===== src/design/psrp_pkg.sv =====
// Types and constants of the PC sample region profiler.
// No dependencies.
package psrp_pkg;
    localparam int unsigned KIND_W = 2;
    localparam int unsigned ID_W   = 4;
    localparam int unsigned WORD_W = 32;
    localparam int unsigned CFG_W  = 5;

    typedef enum logic [KIND_W-1:0] {
        REQ_SAMPLE = 2'd0,
        REQ_CLEAR  = 2'd1,
        REQ_LOAD   = 2'd2,
        REQ_REPORT = 2'd3
    } t_req;

    typedef enum logic [3:0] {
        ST_IDLE, ST_SCAN, ST_SCAN_CMP, ST_SAMPLE_OUT, ST_CLEAR, ST_SORT_INIT,
        ST_SORT_RD, ST_SORT_CMP, ST_EMIT_RD, ST_EMIT_OUT, ST_SIMPLE_OUT
    } t_state;

    typedef struct packed {
        logic [KIND_W-1:0] req_type;
        logic [WORD_W-1:0] pc_addr;
        logic [ID_W-1:0]   entry_index;
        logic [WORD_W-1:0] start_addr;
        logic [WORD_W-1:0] end_addr;
    } t_req_item;

    typedef struct packed {
        logic [KIND_W-1:0] resp_kind;
        logic [ID_W-1:0]   region_id;
        logic              hit;
        logic [WORD_W-1:0] hit_count;
        logic [WORD_W-1:0] total_samples;
        logic [WORD_W-1:0] lost_samples;
        logic [WORD_W-1:0] last_lost;
        logic              last;
    } t_resp_item;
endpackage


===== src/design/psrp_if.sv =====
// Valid/ready channel interfaces for requests, results and configuration.
// Depends on psrp_pkg.
interface psrp_req_if;
    logic valid;
    logic ready;
    psrp_pkg::t_req_item data;
    modport source (output valid, output data, input ready);
    modport sink (input valid, input data, output ready);
endinterface

interface psrp_resp_if;
    logic valid;
    logic ready;
    psrp_pkg::t_resp_item data;
    modport source (output valid, output data, input ready);
    modport sink (input valid, input data, output ready);
endinterface

interface psrp_cfg_if;
    logic valid;
    logic ready;
    logic [psrp_pkg::CFG_W-1:0] data;
    modport source (output valid, output data, input ready);
    modport sink (input valid, input data, output ready);
endinterface


===== src/design/pc_sample_region_profiler_unit.sv =====
// Top level of the PC sample region profiler: region table, counters, sequencer.
// Depends on psrp_pkg and psrp_if.
//
//  channel   direction  beat
//  i_req     in         one request (sample, clear, load, report)
//  o_resp    out        one result; last marks the final one of a request
//  i_cfg     in         regions_in_use write
//
// A sample checks table entries in turn until a hit or the last region in use; the shared
// comparator checks one table entry per pass. Clear resets the counters (one counter
// row a cycle) and load writes the addressed table entry. A report seeds the order,
// compares and swaps pairs through the same comparator, then reads out each result.
// Requests are not taken while one is in progress; a stalled result holds the
// sequencer. Reset clears counters before the first request.
module pc_sample_region_profiler_unit #(
    parameter int unsigned MAX_REGIONS = 16
) (
    input  logic i_clk,
    input  logic i_rst_n,
    psrp_req_if.sink    i_req,
    psrp_resp_if.source o_resp,
    psrp_cfg_if.sink    i_cfg
);
    import psrp_pkg::*;

    localparam int unsigned AW = (MAX_REGIONS > 1) ? $clog2(MAX_REGIONS) : 1;
    localparam int unsigned CW = $clog2(MAX_REGIONS + 1);

    logic [WORD_W-1:0] lo_mem [MAX_REGIONS];
    logic [WORD_W-1:0] hi_mem [MAX_REGIONS];
    logic [WORD_W-1:0] hit_mem [MAX_REGIONS];
    logic [AW-1:0]     rank_mem [MAX_REGIONS];

    t_state r_state, n_state;
    logic [CFG_W-1:0] r_cfg;
    t_req_item r_req;
    logic [WORD_W-1:0] r_total, r_lost, r_lost_addr;
    logic [CW-1:0] r_i, n_i, r_j, n_j;
    logic [CW-1:0] act_n;
    logic [WORD_W-1:0] r_lo_q, r_hi_q, r_hit_q, r_cnt_a;
    logic [AW-1:0] r_rank_a, r_rank_b;
    logic r_rd_phase, n_rd_phase;
    logic r_out_valid;
    t_resp_item r_out;

    // Memory control from the sequencer.
    logic hit_we, rank_we_a, rank_we_b;
    logic [AW-1:0] hit_waddr, hit_raddr, rank_raddr;
    logic [WORD_W-1:0] hit_wdata;
    logic rank_rd;
    logic [AW-1:0] rank_wa_addr, rank_wa_data, rank_wb_addr, rank_wb_data;
    logic load_we;
    logic emit;
    t_resp_item emit_item;

    assign act_n = (32'(r_cfg) > MAX_REGIONS) ? CW'(MAX_REGIONS) : CW'(r_cfg);
    assign i_cfg.ready = 1'b1;
    assign i_req.ready = (r_state == ST_IDLE);
    assign o_resp.valid = r_out_valid;
    assign o_resp.data  = r_out;

    logic out_free;
    assign out_free = !r_out_valid || o_resp.ready;

    always_ff @(posedge i_clk) begin
        if (load_we) begin
            lo_mem[r_req.entry_index[AW-1:0]] <= r_req.start_addr;
            hi_mem[r_req.entry_index[AW-1:0]] <= r_req.end_addr;
        end
        r_lo_q <= lo_mem[r_i[AW-1:0]];
        r_hi_q <= hi_mem[r_i[AW-1:0]];
    end

    always_ff @(posedge i_clk) begin
        if (hit_we) hit_mem[hit_waddr] <= hit_wdata;
        r_hit_q <= hit_mem[hit_raddr];
    end

    always_ff @(posedge i_clk) begin
        if (rank_we_a) rank_mem[rank_wa_addr] <= rank_wa_data;
        if (rank_we_b) rank_mem[rank_wb_addr] <= rank_wb_data;
        if (rank_rd) r_rank_a <= rank_mem[rank_raddr];
    end

    // Single compare unit shared by the region lower-bound check and sort ordering.
    logic [WORD_W-1:0] cmp_a, cmp_b;
    logic cmp_lt;
    assign cmp_lt = cmp_a < cmp_b;
    logic pc_ge_lo, pc_le_hi;
    always_comb begin
        cmp_a = r_cnt_a;
        cmp_b = r_hit_q;
        if (r_state == ST_SCAN_CMP) begin
            cmp_a = r_req.pc_addr;
            cmp_b = r_lo_q & ~WORD_W'(1);
        end
    end
    assign pc_ge_lo = !cmp_lt;
    assign pc_le_hi = r_req.pc_addr <= r_hi_q;

    always_ff @(posedge i_clk) begin
        if (!i_rst_n) begin
            r_state <= ST_CLEAR;
            r_cfg <= '0;
            r_i <= '0;
            r_j <= '0;
            r_rd_phase <= 1'b0;
            r_out_valid <= 1'b0;
            r_total <= '0;
            r_lost <= '0;
            r_lost_addr <= '0;
        end else begin
            if (i_cfg.valid) r_cfg <= i_cfg.data;
            r_state <= n_state;
            r_i <= n_i;
            r_j <= n_j;
            r_rd_phase <= n_rd_phase;
            if (emit) r_out_valid <= 1'b1;
            else if (o_resp.ready) r_out_valid <= 1'b0;
            if (r_state == ST_CLEAR && r_i == '0 && r_req.req_type == REQ_CLEAR) begin
                r_total <= '0;
                r_lost <= '0;
                r_lost_addr <= '0;
            end
            if (r_state == ST_SAMPLE_OUT && out_free) begin
                r_total <= r_total + 1'b1;
                if (!r_req.entry_index[0]) begin
                    r_lost <= r_lost + 1'b1;
                    r_lost_addr <= r_req.pc_addr;
                end
            end
        end
    end

    always_ff @(posedge i_clk) begin
        if (!i_rst_n) r_req <= '0;
        else if (r_state == ST_IDLE && i_req.valid) r_req <= i_req.data;
        else if (r_state == ST_SCAN_CMP && pc_ge_lo && pc_le_hi) begin
            r_req.entry_index[0] <= 1'b1;   // reused as the found flag
            r_req.start_addr <= WORD_W'(r_i);
        end else if (r_state == ST_SCAN && r_i == '0) r_req.entry_index[0] <= 1'b0;
        if (r_state == ST_SORT_CMP && !r_rd_phase) r_cnt_a <= r_hit_q;
        if (emit) r_out <= emit_item;
        if (r_state == ST_SORT_RD && r_rd_phase) r_rank_b <= r_rank_a;
    end

    // Sequencer.
    always_comb begin
        n_state = r_state;
        n_i = r_i;
        n_j = r_j;
        n_rd_phase = 1'b0;
        hit_we = 1'b0;
        hit_waddr = r_i[AW-1:0];
        hit_wdata = '0;
        hit_raddr = r_i[AW-1:0];
        rank_rd = 1'b0;
        rank_raddr = r_i[AW-1:0];
        rank_we_a = 1'b0;
        rank_we_b = 1'b0;
        rank_wa_addr = r_i[AW-1:0];
        rank_wa_data = '0;
        rank_wb_addr = r_j[AW-1:0];
        rank_wb_data = '0;
        load_we = 1'b0;
        emit = 1'b0;
        emit_item = '0;
        emit_item.total_samples = r_total;
        emit_item.lost_samples = r_lost;
        emit_item.last_lost = r_lost_addr;
        emit_item.last = 1'b1;
        unique case (r_state)
            ST_IDLE: begin
                n_i = '0;
                if (i_req.valid) begin
                    unique case (t_req'(i_req.data.req_type))
                        REQ_SAMPLE: n_state = ST_SCAN;
                        REQ_CLEAR:  n_state = ST_CLEAR;
                        REQ_LOAD:   n_state = ST_SIMPLE_OUT;
                        REQ_REPORT: n_state = ST_SORT_INIT;
                        default:    n_state = ST_IDLE;
                    endcase
                end
            end
            ST_SCAN: begin
                if (r_i >= act_n) n_state = ST_SAMPLE_OUT;
                else n_state = ST_SCAN_CMP;
            end
            ST_SCAN_CMP: begin
                if (pc_ge_lo && pc_le_hi) n_state = ST_SAMPLE_OUT;
                else begin
                    n_i = r_i + 1'b1;
                    n_state = ST_SCAN;
                end
            end
            ST_SAMPLE_OUT: begin
                hit_raddr = r_req.start_addr[AW-1:0];
                if (out_free) begin
                    emit = 1'b1;
                    emit_item.total_samples = r_total + 1'b1;
                    emit_item.resp_kind = REQ_SAMPLE;
                    if (r_req.entry_index[0]) begin
                        hit_we = 1'b1;
                        hit_waddr = r_req.start_addr[AW-1:0];
                        hit_wdata = r_hit_q + 1'b1;
                        emit_item.region_id = ID_W'(r_req.start_addr[AW-1:0]);
                        emit_item.hit = 1'b1;
                        emit_item.hit_count = r_hit_q + 1'b1;
                    end else begin
                        emit_item.lost_samples = r_lost + 1'b1;
                        emit_item.last_lost = r_req.pc_addr;
                    end
                    n_state = ST_IDLE;
                end
            end
            ST_CLEAR: begin
                hit_we = 1'b1;
                n_i = r_i + 1'b1;
                if (r_i == CW'(MAX_REGIONS - 1)) begin
                    n_i = '0;
                    n_state = (r_req.req_type == REQ_CLEAR) ? ST_SIMPLE_OUT : ST_IDLE;
                end
            end
            ST_SIMPLE_OUT: begin
                if (out_free) begin
                    emit = 1'b1;
                    emit_item.resp_kind = r_req.req_type;
                    if (r_req.req_type == REQ_CLEAR) begin
                        emit_item.total_samples = '0;
                        emit_item.lost_samples = '0;
                        emit_item.last_lost = '0;
                    end
                    load_we = (r_req.req_type == REQ_LOAD) &&
                              (32'(r_req.entry_index) < MAX_REGIONS);
                    n_state = ST_IDLE;
                end
            end
            ST_SORT_INIT: begin
                rank_we_a = (r_i < act_n);
                rank_wa_data = r_i[AW-1:0];
                n_i = r_i + 1'b1;
                if (r_i >= act_n) begin
                    n_i = '0;
                    n_j = CW'(1);
                    n_state = (act_n == '0) ? ST_IDLE : ST_SORT_RD;
                end
            end
            ST_SORT_RD: begin
                // Phase 0 reads rank[i]; phase 1 reads rank[j] and hits[rank[i]].
                if (r_j >= act_n) begin
                    n_i = r_i + 1'b1;
                    n_j = r_i + 2'd2;
                    if (r_i + 1'b1 >= act_n) begin
                        n_i = '0;
                        n_state = ST_EMIT_RD;
                    end
                end else if (!r_rd_phase) begin
                    rank_rd = 1'b1;
                    rank_raddr = r_i[AW-1:0];
                    n_rd_phase = 1'b1;
                end else begin
                    hit_raddr = r_rank_a;
                    rank_rd = 1'b1;
                    rank_raddr = r_j[AW-1:0];
                    n_state = ST_SORT_CMP;
                end
            end
            ST_SORT_CMP: begin
                // Phase 0 latches hits[rank[i]] and reads hits[rank[j]]; phase 1
                // compares and swaps the pair when rank[i] has the smaller count.
                if (!r_rd_phase) begin
                    hit_raddr = r_rank_a;
                    n_rd_phase = 1'b1;
                end else begin
                    rank_we_a = cmp_lt;
                    rank_wa_data = r_rank_a;
                    rank_we_b = cmp_lt;
                    rank_wb_data = r_rank_b;
                    n_j = r_j + 1'b1;
                    n_state = ST_SORT_RD;
                end
            end
            ST_EMIT_RD: begin
                rank_rd = 1'b1;
                rank_raddr = r_i[AW-1:0];
                n_state = ST_EMIT_OUT;
                n_rd_phase = 1'b0;
            end
            ST_EMIT_OUT: begin
                hit_raddr = r_rank_a;
                if (!r_rd_phase) n_rd_phase = 1'b1;
                else begin
                    n_rd_phase = 1'b1;
                    if (out_free) begin
                        emit = 1'b1;
                        emit_item.resp_kind = REQ_REPORT;
                        emit_item.region_id = ID_W'(r_rank_a);
                        emit_item.hit_count = r_hit_q;
                        emit_item.last = (r_i + 1'b1 == act_n);
                        n_i = r_i + 1'b1;
                        n_rd_phase = 1'b0;
                        n_state = (r_i + 1'b1 == act_n) ? ST_IDLE : ST_EMIT_RD;
                    end
                end
            end
            default: n_state = ST_IDLE;
        endcase
    end
endmodule


===== src/flat_wrapper.sv =====
// flat-port wrapper written by rule: the top's interface ports become plain ports
module pc_sample_region_profiler_unit_flat import psrp_pkg::*;
#(
    parameter int unsigned MAX_REGIONS = 16
)
  (i_clk, i_rst_n, i_req_valid, i_req_data, i_req_ready, o_resp_valid, o_resp_data, o_resp_ready, i_cfg_valid, i_cfg_data, i_cfg_ready);
  psrp_req_if i_req_i ();
  psrp_resp_if o_resp_i ();
  psrp_cfg_if i_cfg_i ();
  input  logic i_clk;
  input  logic i_rst_n;
  input wire logic [$bits(i_req_i.valid)-1:0] i_req_valid;
  input wire logic [$bits(i_req_i.data)-1:0] i_req_data;
  output wire logic [$bits(i_req_i.ready)-1:0] i_req_ready;
  output wire logic [$bits(o_resp_i.valid)-1:0] o_resp_valid;
  output wire logic [$bits(o_resp_i.data)-1:0] o_resp_data;
  input wire logic [$bits(o_resp_i.ready)-1:0] o_resp_ready;
  input wire logic [$bits(i_cfg_i.valid)-1:0] i_cfg_valid;
  input wire logic [$bits(i_cfg_i.data)-1:0] i_cfg_data;
  output wire logic [$bits(i_cfg_i.ready)-1:0] i_cfg_ready;
  assign i_req_i.valid = i_req_valid;
  assign i_req_i.data = i_req_data;
  assign i_req_ready = i_req_i.ready;
  assign o_resp_valid = o_resp_i.valid;
  assign o_resp_data = o_resp_i.data;
  assign o_resp_i.ready = o_resp_ready;
  assign i_cfg_i.valid = i_cfg_valid;
  assign i_cfg_i.data = i_cfg_data;
  assign i_cfg_ready = i_cfg_i.ready;
  pc_sample_region_profiler_unit #(.MAX_REGIONS(MAX_REGIONS)) u_core (.i_clk(i_clk), .i_rst_n(i_rst_n), .i_req(i_req_i), .o_resp(o_resp_i), .i_cfg(i_cfg_i));
endmodule

===== config.mk =====
export PLATFORM = sky130hd
export DESIGN_NAME = pc_sample_region_profiler_unit_flat
export DESIGN_NICKNAME = d
export VERILOG_FILES = /design/src/design/psrp_pkg.sv /design/src/design/psrp_if.sv /design/src/design/pc_sample_region_profiler_unit.sv /design/src/flat_wrapper.sv
export SDC_FILE = /design/constraint.sdc
export NUM_CORES = 2
export LEC_CHECK = 0
export BUFFER_PORTS_ARGS = -buffer_cell sky130_fd_sc_hd__buf_2
export CAP_MARGIN = 20
export CORE_MARGIN = 4
export CORE_UTILIZATION = 58
export CTS_BUF_LIST = sky130_fd_sc_hd__clkbuf_4
export CTS_CLUSTER_SIZE = 20
export DETAILED_ROUTE_END_ITERATION = 7
export GPL_TIMING_DRIVEN = 0
export PLACE_DENSITY = 0.82
export SYNTH_ARGS = -nofsm -noshare
export SYNTH_HDL_FRONTEND = slang
export SYNTH_SLANG_ARGS = --single-unit

===== constraint.sdc =====
create_clock -name i_clk -period 5.8 [get_ports i_clk]
set_input_delay 0.58 -clock i_clk [delete_from_list [all_inputs] [get_ports i_clk]]
set_output_delay 0.58 -clock i_clk [all_outputs]
set_load 0.05 [all_outputs]

* Yosys cells after proc, flatten, opt, wreduce, memory -nomap -nowiden
Memory sizes are Yosys's and may differ from the RTL's. A register that Yosys moved wholly into a read port is not among the register bits.
Index checks and enable logic that the tools add are counted.
** Operators by class
- $add $sub $neg :: 6
- Equality and inequality tests :: 28
- Mux-type cells :: 103
- Order comparisons :: 7
- Reduce and logical (&&, ||, !) cells :: 30
** Operators with widths (number)
- 32-bit two-way mux :: 16
- 96-bit two-way mux :: 2
- 96-bit one-hot mux with 2 select lines :: 1
- 133-bit two-way mux :: 1
- 32-bit by 1-bit adder with 32-bit output, second input constant :: 3
- 4-bit two-way mux :: 24
- 64-bit two-way mux :: 1
- 32-bit one-hot mux with 2 select lines :: 1
- 5-bit two-way mux :: 11
- 4-bit one-hot mux with 10 select lines :: 1
- 37-bit two-way mux :: 1
- 33-bit two-way mux :: 1
- 32-bit less-or-equal comparator :: 1
- 32-bit < comparator :: 1
- 4-bit one-hot mux with 4 select lines :: 2
- 5-bit one-hot mux with 6 select lines :: 1
- 1-bit two-way mux :: 26
- 4-bit by 3-bit equality test with 1-bit output, second input constant :: 4
- 4-bit one-hot mux with 2 select lines :: 2
- 5-bit >= comparator :: 3
- 5-bit one-hot mux with 3 select lines :: 1
- 4-bit equality test, second input constant :: 3
- 6-bit two-way mux :: 2
- 5-bit by 1-bit adder with 5-bit output, second input constant :: 2
- 33 further kinds :: 63
** Word-level totals
- Register bits after elaboration :: 391
- Word-level logic and storage cells :: 203
- Memories :: 4
- Output and inout port bits :: 139
- Input bits :: 112
- RAM bits :: 1600
** Memory list
- u_core.hi_mem :: words 16, bits a word 32, rd ports 1, clocked after Yosys merged registers in 1, wr ports 1, RTL line pc_sample_region_profiler_unit.sv:30 : logic [WORD_W-1:0] hi_mem [MAX_REGIONS];
- u_core.hit_mem :: words 16, bits a word 32, rd ports 1, clocked after Yosys merged registers in 1, wr ports 1, RTL line pc_sample_region_profiler_unit.sv:31 : logic [WORD_W-1:0] hit_mem [MAX_REGIONS];
- u_core.lo_mem :: words 16, bits a word 32, rd ports 1, clocked after Yosys merged registers in 1, wr ports 1, RTL line pc_sample_region_profiler_unit.sv:29 : logic [WORD_W-1:0] lo_mem [MAX_REGIONS];
- u_core.rank_mem :: words 16, bits a word 4, rd ports 1, clocked after Yosys merged registers in 1, wr ports 2, RTL line pc_sample_region_profiler_unit.sv:32 : logic [AW-1:0] rank_mem [MAX_REGIONS];

* Longest topological paths before layout
- Depth in word-level cells :: 8
- Gate-level depth with buffers :: 17
- Gate-level depth less buffers :: 14

* Worst setup path after synthesis
Ideal clock, no wire load.
- Kind :: register to register
- Start :: register u_core.r_out_valid (netlist: u_core.o_resp.valid)
- End :: memory u_core.hi_mem[0][0] (enable)
- Setup time :: 0.561 ns
- Cell stages (with the launch flop) :: 6
- Data required time :: 5.239 ns
- Arrival time :: 5.835 ns
- Period minus slack after synthesis :: 6.396 ns
- Slack :: -0.596 ns
- Path buffers :: 0
- Cell sequence :: dfxtp_1 > nor2b_1 > nor3_1 > nand2_1 > or4_1 > nor3_1
** On the way
- Word-level cells in the longest chain between the ends :: 6
** RTL lines
- from (decl) :: RTL line pc_sample_region_profiler_unit.sv:43 : logic r_out_valid;
- from (signal assigned) :: RTL line pc_sample_region_profiler_unit.sv:108 : r_out_valid <= 1'b0;
- from (signal assigned) :: RTL line pc_sample_region_profiler_unit.sv:118 : if (emit) r_out_valid <= 1'b1;
- from (signal assigned) :: RTL line pc_sample_region_profiler_unit.sv:119 : else if (o_resp.ready) r_out_valid <= 1'b0;
- 1-bit logical NOT :: RTL line pc_sample_region_profiler_unit.sv:63 : assign out_free = !r_out_valid || o_resp.ready;
- 1-bit logical OR :: RTL line pc_sample_region_profiler_unit.sv:63
- 1-bit two-way mux :: RTL line pc_sample_region_profiler_unit.sv:225 : if (out_free) begin
- 1-bit two-way mux :: RTL line pc_sample_region_profiler_unit.sv:172 : unique case (r_state)
- 1-bit two-way mux :: RTL line pc_sample_region_profiler_unit.sv:66 : if (load_we) begin
- 1-bit two-way mux (not written as such) :: RTL line pc_sample_region_profiler_unit.sv:68 : hi_mem[r_req.entry_index[AW-1:0]] <= r_req.end_addr;
- to (decl) :: RTL line pc_sample_region_profiler_unit.sv:30
Every way passes these cells.

* Final worst setup path
- Start :: register u_core.r_state[2]
- End :: register u_core.r_req[64] (netlist bit)
** On the way
- Word-level cells in the longest chain between the ends :: 8
** RTL lines
- from (decl) :: RTL line pc_sample_region_profiler_unit.sv:34 : t_state r_state, n_state;
- from (signal assigned) :: RTL line pc_sample_region_profiler_unit.sv:114 : r_state <= n_state;
- 4-bit by 2-bit equality test with 1-bit output :: RTL line pc_sample_region_profiler_unit.sv:93, pc_sample_region_profiler_unit.sv:138
- 32-bit two-way mux :: RTL line pc_sample_region_profiler_unit.sv:93 : if (r_state == ST_SCAN_CMP) begin
- 32-bit < comparator :: RTL line pc_sample_region_profiler_unit.sv:88 : assign cmp_lt = cmp_a < cmp_b;
- 1-bit logical NOT :: RTL line pc_sample_region_profiler_unit.sv:98 : assign pc_ge_lo = !cmp_lt;
- 1-bit logical AND (2 in a row) :: RTL line pc_sample_region_profiler_unit.sv:138 : else if (r_state == ST_SCAN_CMP && pc_ge_lo && pc_le_hi) begin
- 1-bit two-way mux :: RTL line pc_sample_region_profiler_unit.sv:138
- 33-bit two-way mux :: RTL line pc_sample_region_profiler_unit.sv:137 : else if (r_state == ST_IDLE && i_req.valid) r_req <= i_req.data;
- to (signal assigned) :: RTL line pc_sample_region_profiler_unit.sv:137
- to (decl) :: RTL line pc_sample_region_profiler_unit.sv:36 : t_req_item r_req;
Parallel ways exist; a longest one is shown, timed or not.
A chain may end at the register's enable or synchronous reset.

==> metrics <==
cell-internal power 0.02544 W; share of power burned in the clock network 0.329; minimum setup slack among reg-to-reg paths -0.02 ns; pin count of the biggest net entering global routing 77; number of design-rule violations left by the first detailed-router iteration 9,278; final HPWL from detailed placement 169.2 mm; total congestion overflow 0; vias post-DR 56,430; capturing element type of the critical path flop; Flop pwr share 0.495; max-slew violations 0; Vias per Instance 6.570; met3 track utilization from global routing 0.1151; Worst R2R End u_core.r_req[64]$_SDFFE_PN0P_; Detailed Route WL 260.6 mm; multi-input combinational cell area 0.02217 sq mm; worst min path class input pin to flop; count of input and output buffers 248; H-tree Lvls 5; antenna violations before repair 26; biggest area consumer among synthesized cells sky130_fd_sc_hd__edfxtp_1; global-route usage over all layers 0.3468; XOR/XNOR share of the synthesized area 0.003715; pwr dens 373.8 mW/mm^2; Hold Crit Depth 4; Most Used Layer, Global Route met2; net count after synthesis 5,413; combinational power share 0.176; violated checks setup timing; layout filler cell count 8,805; TritonCTS clock tree yes; Die Ht 385.2 um; unrepaired setup endpoints after global routing no; drt first pass iters 7; final hold vios 0; start point of the worst hold path i_req_data[52]; Worst-Margin Slew 1.260 ns; synthesized area per cell 15.85 sq um; most common flop cell mapped by yosys sky130_fd_sc_hd__edfxtp_1; post-synthesis adder-cell area fraction 0.01440; startpoint class of the critical path flop; DRC violation count after routing 0; largest cells by area after synthesis sky130_fd_sc_hd__edfxtp_1, sky130_fd_sc_hd__mux4_2, sky130_fd_sc_hd__dfxtp_1, sky130_fd_sc_hd__mux2i_1, sky130_fd_sc_hd__nand2_1; Slew Limit Headroom 0.1600; TritonCTS Buffers 492; area delta synth->final 17.79%; max-cap violations 0; worst-case setup slack after placement -0.02172 ns; largest buffer count on any clock path 4; Placer Congestion 0.9581; combinational family with the most area after synthesis multiplexers; peak fanout along the critical path 10; sinks on the clock net 2,074; Syn Inst Count 5,206; YS warnings 0; sequential-to-total area share from yosys stat 0.7166; leakage 31.18 nW; data required time of the critical path 7.04 ns; worst reg2reg path depth 12; vias in the first global route 56,040; number of synthesized register bits 2,074; wire length of the first global-routing pass 370.3 mm; Synth cell types 71; Synth top area share 0.6405; Tmin final 5.818 ns; timing-limited maximum frequency 0.1719 GHz; Routed WL per cell 30.34 um; post-synthesis compound-gate area fraction 0.07040; post-layout instance area 0.09720 sq mm; Net count, final 6,479; hold-critical path endpoint u_core.r_req[52]$_SDFFE_PN0P_; crit path DAT 7.06 ns; # IOs 251; mux cell area share after synthesis 0.1148; later-pin clock latency in the skew report 1.49 ns; fraction of layout instances using a drive strength above 1 0.2352; post-route clock period utilization 1.003; FF+latch area 0.05914 sq mm; worst flop-to-flop path startpoint u_core.r_state[2]$_SDFFE_PN1P_; clock input transition at the sequential cells of the worst setup and hold paths 0.08 ns; count of non-filler cells in the finished layout 8,589; asr flop ratio synth 0; status complete, but fails checks; die area 0.1484 sq mm; maximum clock skew at final layout 0.2104 ns; met1 demand-to-capacity share in global routing 0.4388; number of placement rows 138; met2 Track Usage GR 0.5432; maximum vdd ir drop 0.0003124 V; number of enable-type register cells in the synthesized netlist 1,760; post-placement cell area 0.08829 sq mm; Net Switching 0.01089 W; critical path start-end classification flop to flop; setup tns final -0.01829 ns; simple-gate area share of the yosys netlist 0.06174; Finish-stage setup viols 1; remaining antenna violation count after routing 0; Netlist Area Pre-Place 0.08252 sq mm; post-route worst setup slack -0.01829 ns; Die X-Extent 385.2 um; Core Area 0.1414 sq mm; cell at the root of the clock tree sky130_fd_sc_hd__clkbuf_4; Post-CTS Setup Bufs 0; switching part of the total power 0.2997; effective utilization at floorplan 0.5835; number of cells after detailed placement 7,427
==> through the flow <==
step	hold slack (ns)	total power, W	util
6_report	0.1101	0.03633	0.6873
5_1_grt	0.07543	0.03752	0.6871
4_1_cts	0.0001147	0.03586	0.6836
3_5_place_dp	0.4154	0.02410	0.6243
3_3_place_gp	0.4111	0.02374	0.6092
2_1_floorplan	0.4029	0.02151	-
==> cells in the final DEF (no fill, tap or decap), drive strengths merged, types with 23 or more instances in the layout <==
cell type / synthesis / final
o21ai: 164 / 164
mux2i: 226 / 226
nand2: 559 / 559
nor3: 30 / 30
buf: 93 / 456
nand3: 118 / 118
edfxtp: 1760 / 1760
nor2: 244 / 244
and3: 43 / 43
a22oi: 45 / 45
a211oi: 24 / 24
diode: 0 / 23
a22o: 37 / 37
nand4: 30 / 30
a21oi: 357 / 357
clkbuf: 237 / 1001
a221oi: 135 / 135
dfxtp: 314 / 314
mux4: 315 / 315
dlygate4sd3: 0 / 207
a21o: 37 / 37
inv: 51 / 56
or4: 36 / 36
a31oi: 50 / 50
ha: 95 / 95
clkinv: 4 / 132
==> routing by layer <==
| layer | wire length (um) | share of wire | up-vias |
|---|---|---|---|
| li1 | - | - | 22940 |
| met1 | 87420 | 0.34 | 27620 |
| met2 | 121800 | 0.47 | 4929 |
| met3 | 37740 | 0.14 | 918 |
| met4 | 13480 | 0.052 | 24 |
| met5 | 178 | 0.00068 | - |
==> cells in the mapped netlist (all sizes together), types with 10 or more instances <==
cell,number
clkbuf,237
buf,93
a31oi,50
mux2i,226
inv,51
o21ai,164
nand3,118
xor2,18
edfxtp,1760
nor3,30
a221oi,135
a311oi,17
xnor2,17
nor2,244
a211oi,24
ha,95
mux2,10
mux4,315
and3,43
a21oi,357
or4,36
or3,11
and2,14
a22oi,45
a22o,37
nand2b,13
nor2b,15
nand2,559
nand4,30
a21o,37
dfxtp,314
==> registers in the layout, indices dropped and copies added (netlist names), 64 cells and up <==
signal              flops
u_core.rank_mem        64
u_core.r_req          102
u_core.lo_mem         496
u_core.hi_mem         512
u_core.o_resp.data    136
u_core.hit_mem        512
==> power by group through the flow <==
stage | sequential, W | clock (W) | combinational [W]
4_1_cts | 0.0179 | 0.0119 | 0.00607
5_1_grt | 0.0180 | 0.0129 | 0.00669
3_5_place_dp | 0.0182 | 0 | 0.00589
3_3_place_gp | 0.0182 | 0 | 0.00557
2_1_floorplan | 0.0177 | 0 | 0.00377
6_report | 0.0180 | 0.0120 | 0.00640
==> kinds of logic after synthesis <==
logic type	Yosys count
DFF	2074
buffers and inverters	385
and+or+nand+nor	1149
muxes	551
xor gates and xnor gates	35
adders and majority gates	95
AOI/OAI and AO/OA	916
other	1
==> final cells by class <==
cell class	instances	area share
Sequential cell	2074	0.6084
Buffer	330	0.01352
Inverter	55	0.002124
Tap cell	1890	0.02433
Antenna cell	23	0.0005921
Clock buffer	763	0.05893
Multi-Input combinational cell	2747	0.2281
Timing Repair Buffer	572	0.05802
Clock inverter	135	0.005960
==> how the worst max path moves through the flow <==
stage	from	endpoint	slack (ns)	cells after the start
global placement	o_resp_ready	u_core.hi_mem[2][8]$_DFFE_PP_	-2.41	6
finish	u_core.r_state[2]$_SDFFE_PN1P_	u_core.r_req[64]$_SDFFE_PN0P_	-0.02	12
detailed placement	u_core.r_state[3]$_SDFFE_PN0P_	u_core.rank_mem[10][3]$_DFFE_PP_	-0.02	16
floorplan	u_core.r_state[3]$_SDFFE_PN0P_	u_core.o_resp.data[0]$_SDFFCE_PN1P_	1.04	7
CTS	u_core.r_i[0]$_SDFFE_PN0P_	u_core.r_i[2]$_SDFFE_PN0P_	0.09	14
global route	u_core.r_state[2]$_SDFFE_PN1P_	u_core.r_req[64]$_SDFFE_PN0P_	0.007	14
==> critical path, stage by stage (launching register included) <==
cell,delay (ns)
sky130_fd_sc_hd__dfxtp_1,0.31
sky130_fd_sc_hd__buf_2,0.17
sky130_fd_sc_hd__or4b_1,0.62
sky130_fd_sc_hd__buf_2,0.28
sky130_fd_sc_hd__buf_1,0.38
sky130_fd_sc_hd__mux2i_1,0.22
sky130_fd_sc_hd__ha_1,0.34
sky130_fd_sc_hd__nand2_1,0.10
sky130_fd_sc_hd__o41ai_1,1.01
sky130_fd_sc_hd__nand4_1,0.55
sky130_fd_sc_hd__clkbuf_1,0.44
sky130_fd_sc_hd__buf_1,0.53
sky130_fd_sc_hd__a21oi_1,0.75
==> timing repair <==
item                       CTS  global route
hold endpoints to repair   110             0
hold buffers               207             0
setup endpoints to repair   20            67
gates resized for setup      1            10
(Power assumes the default switching activity.)
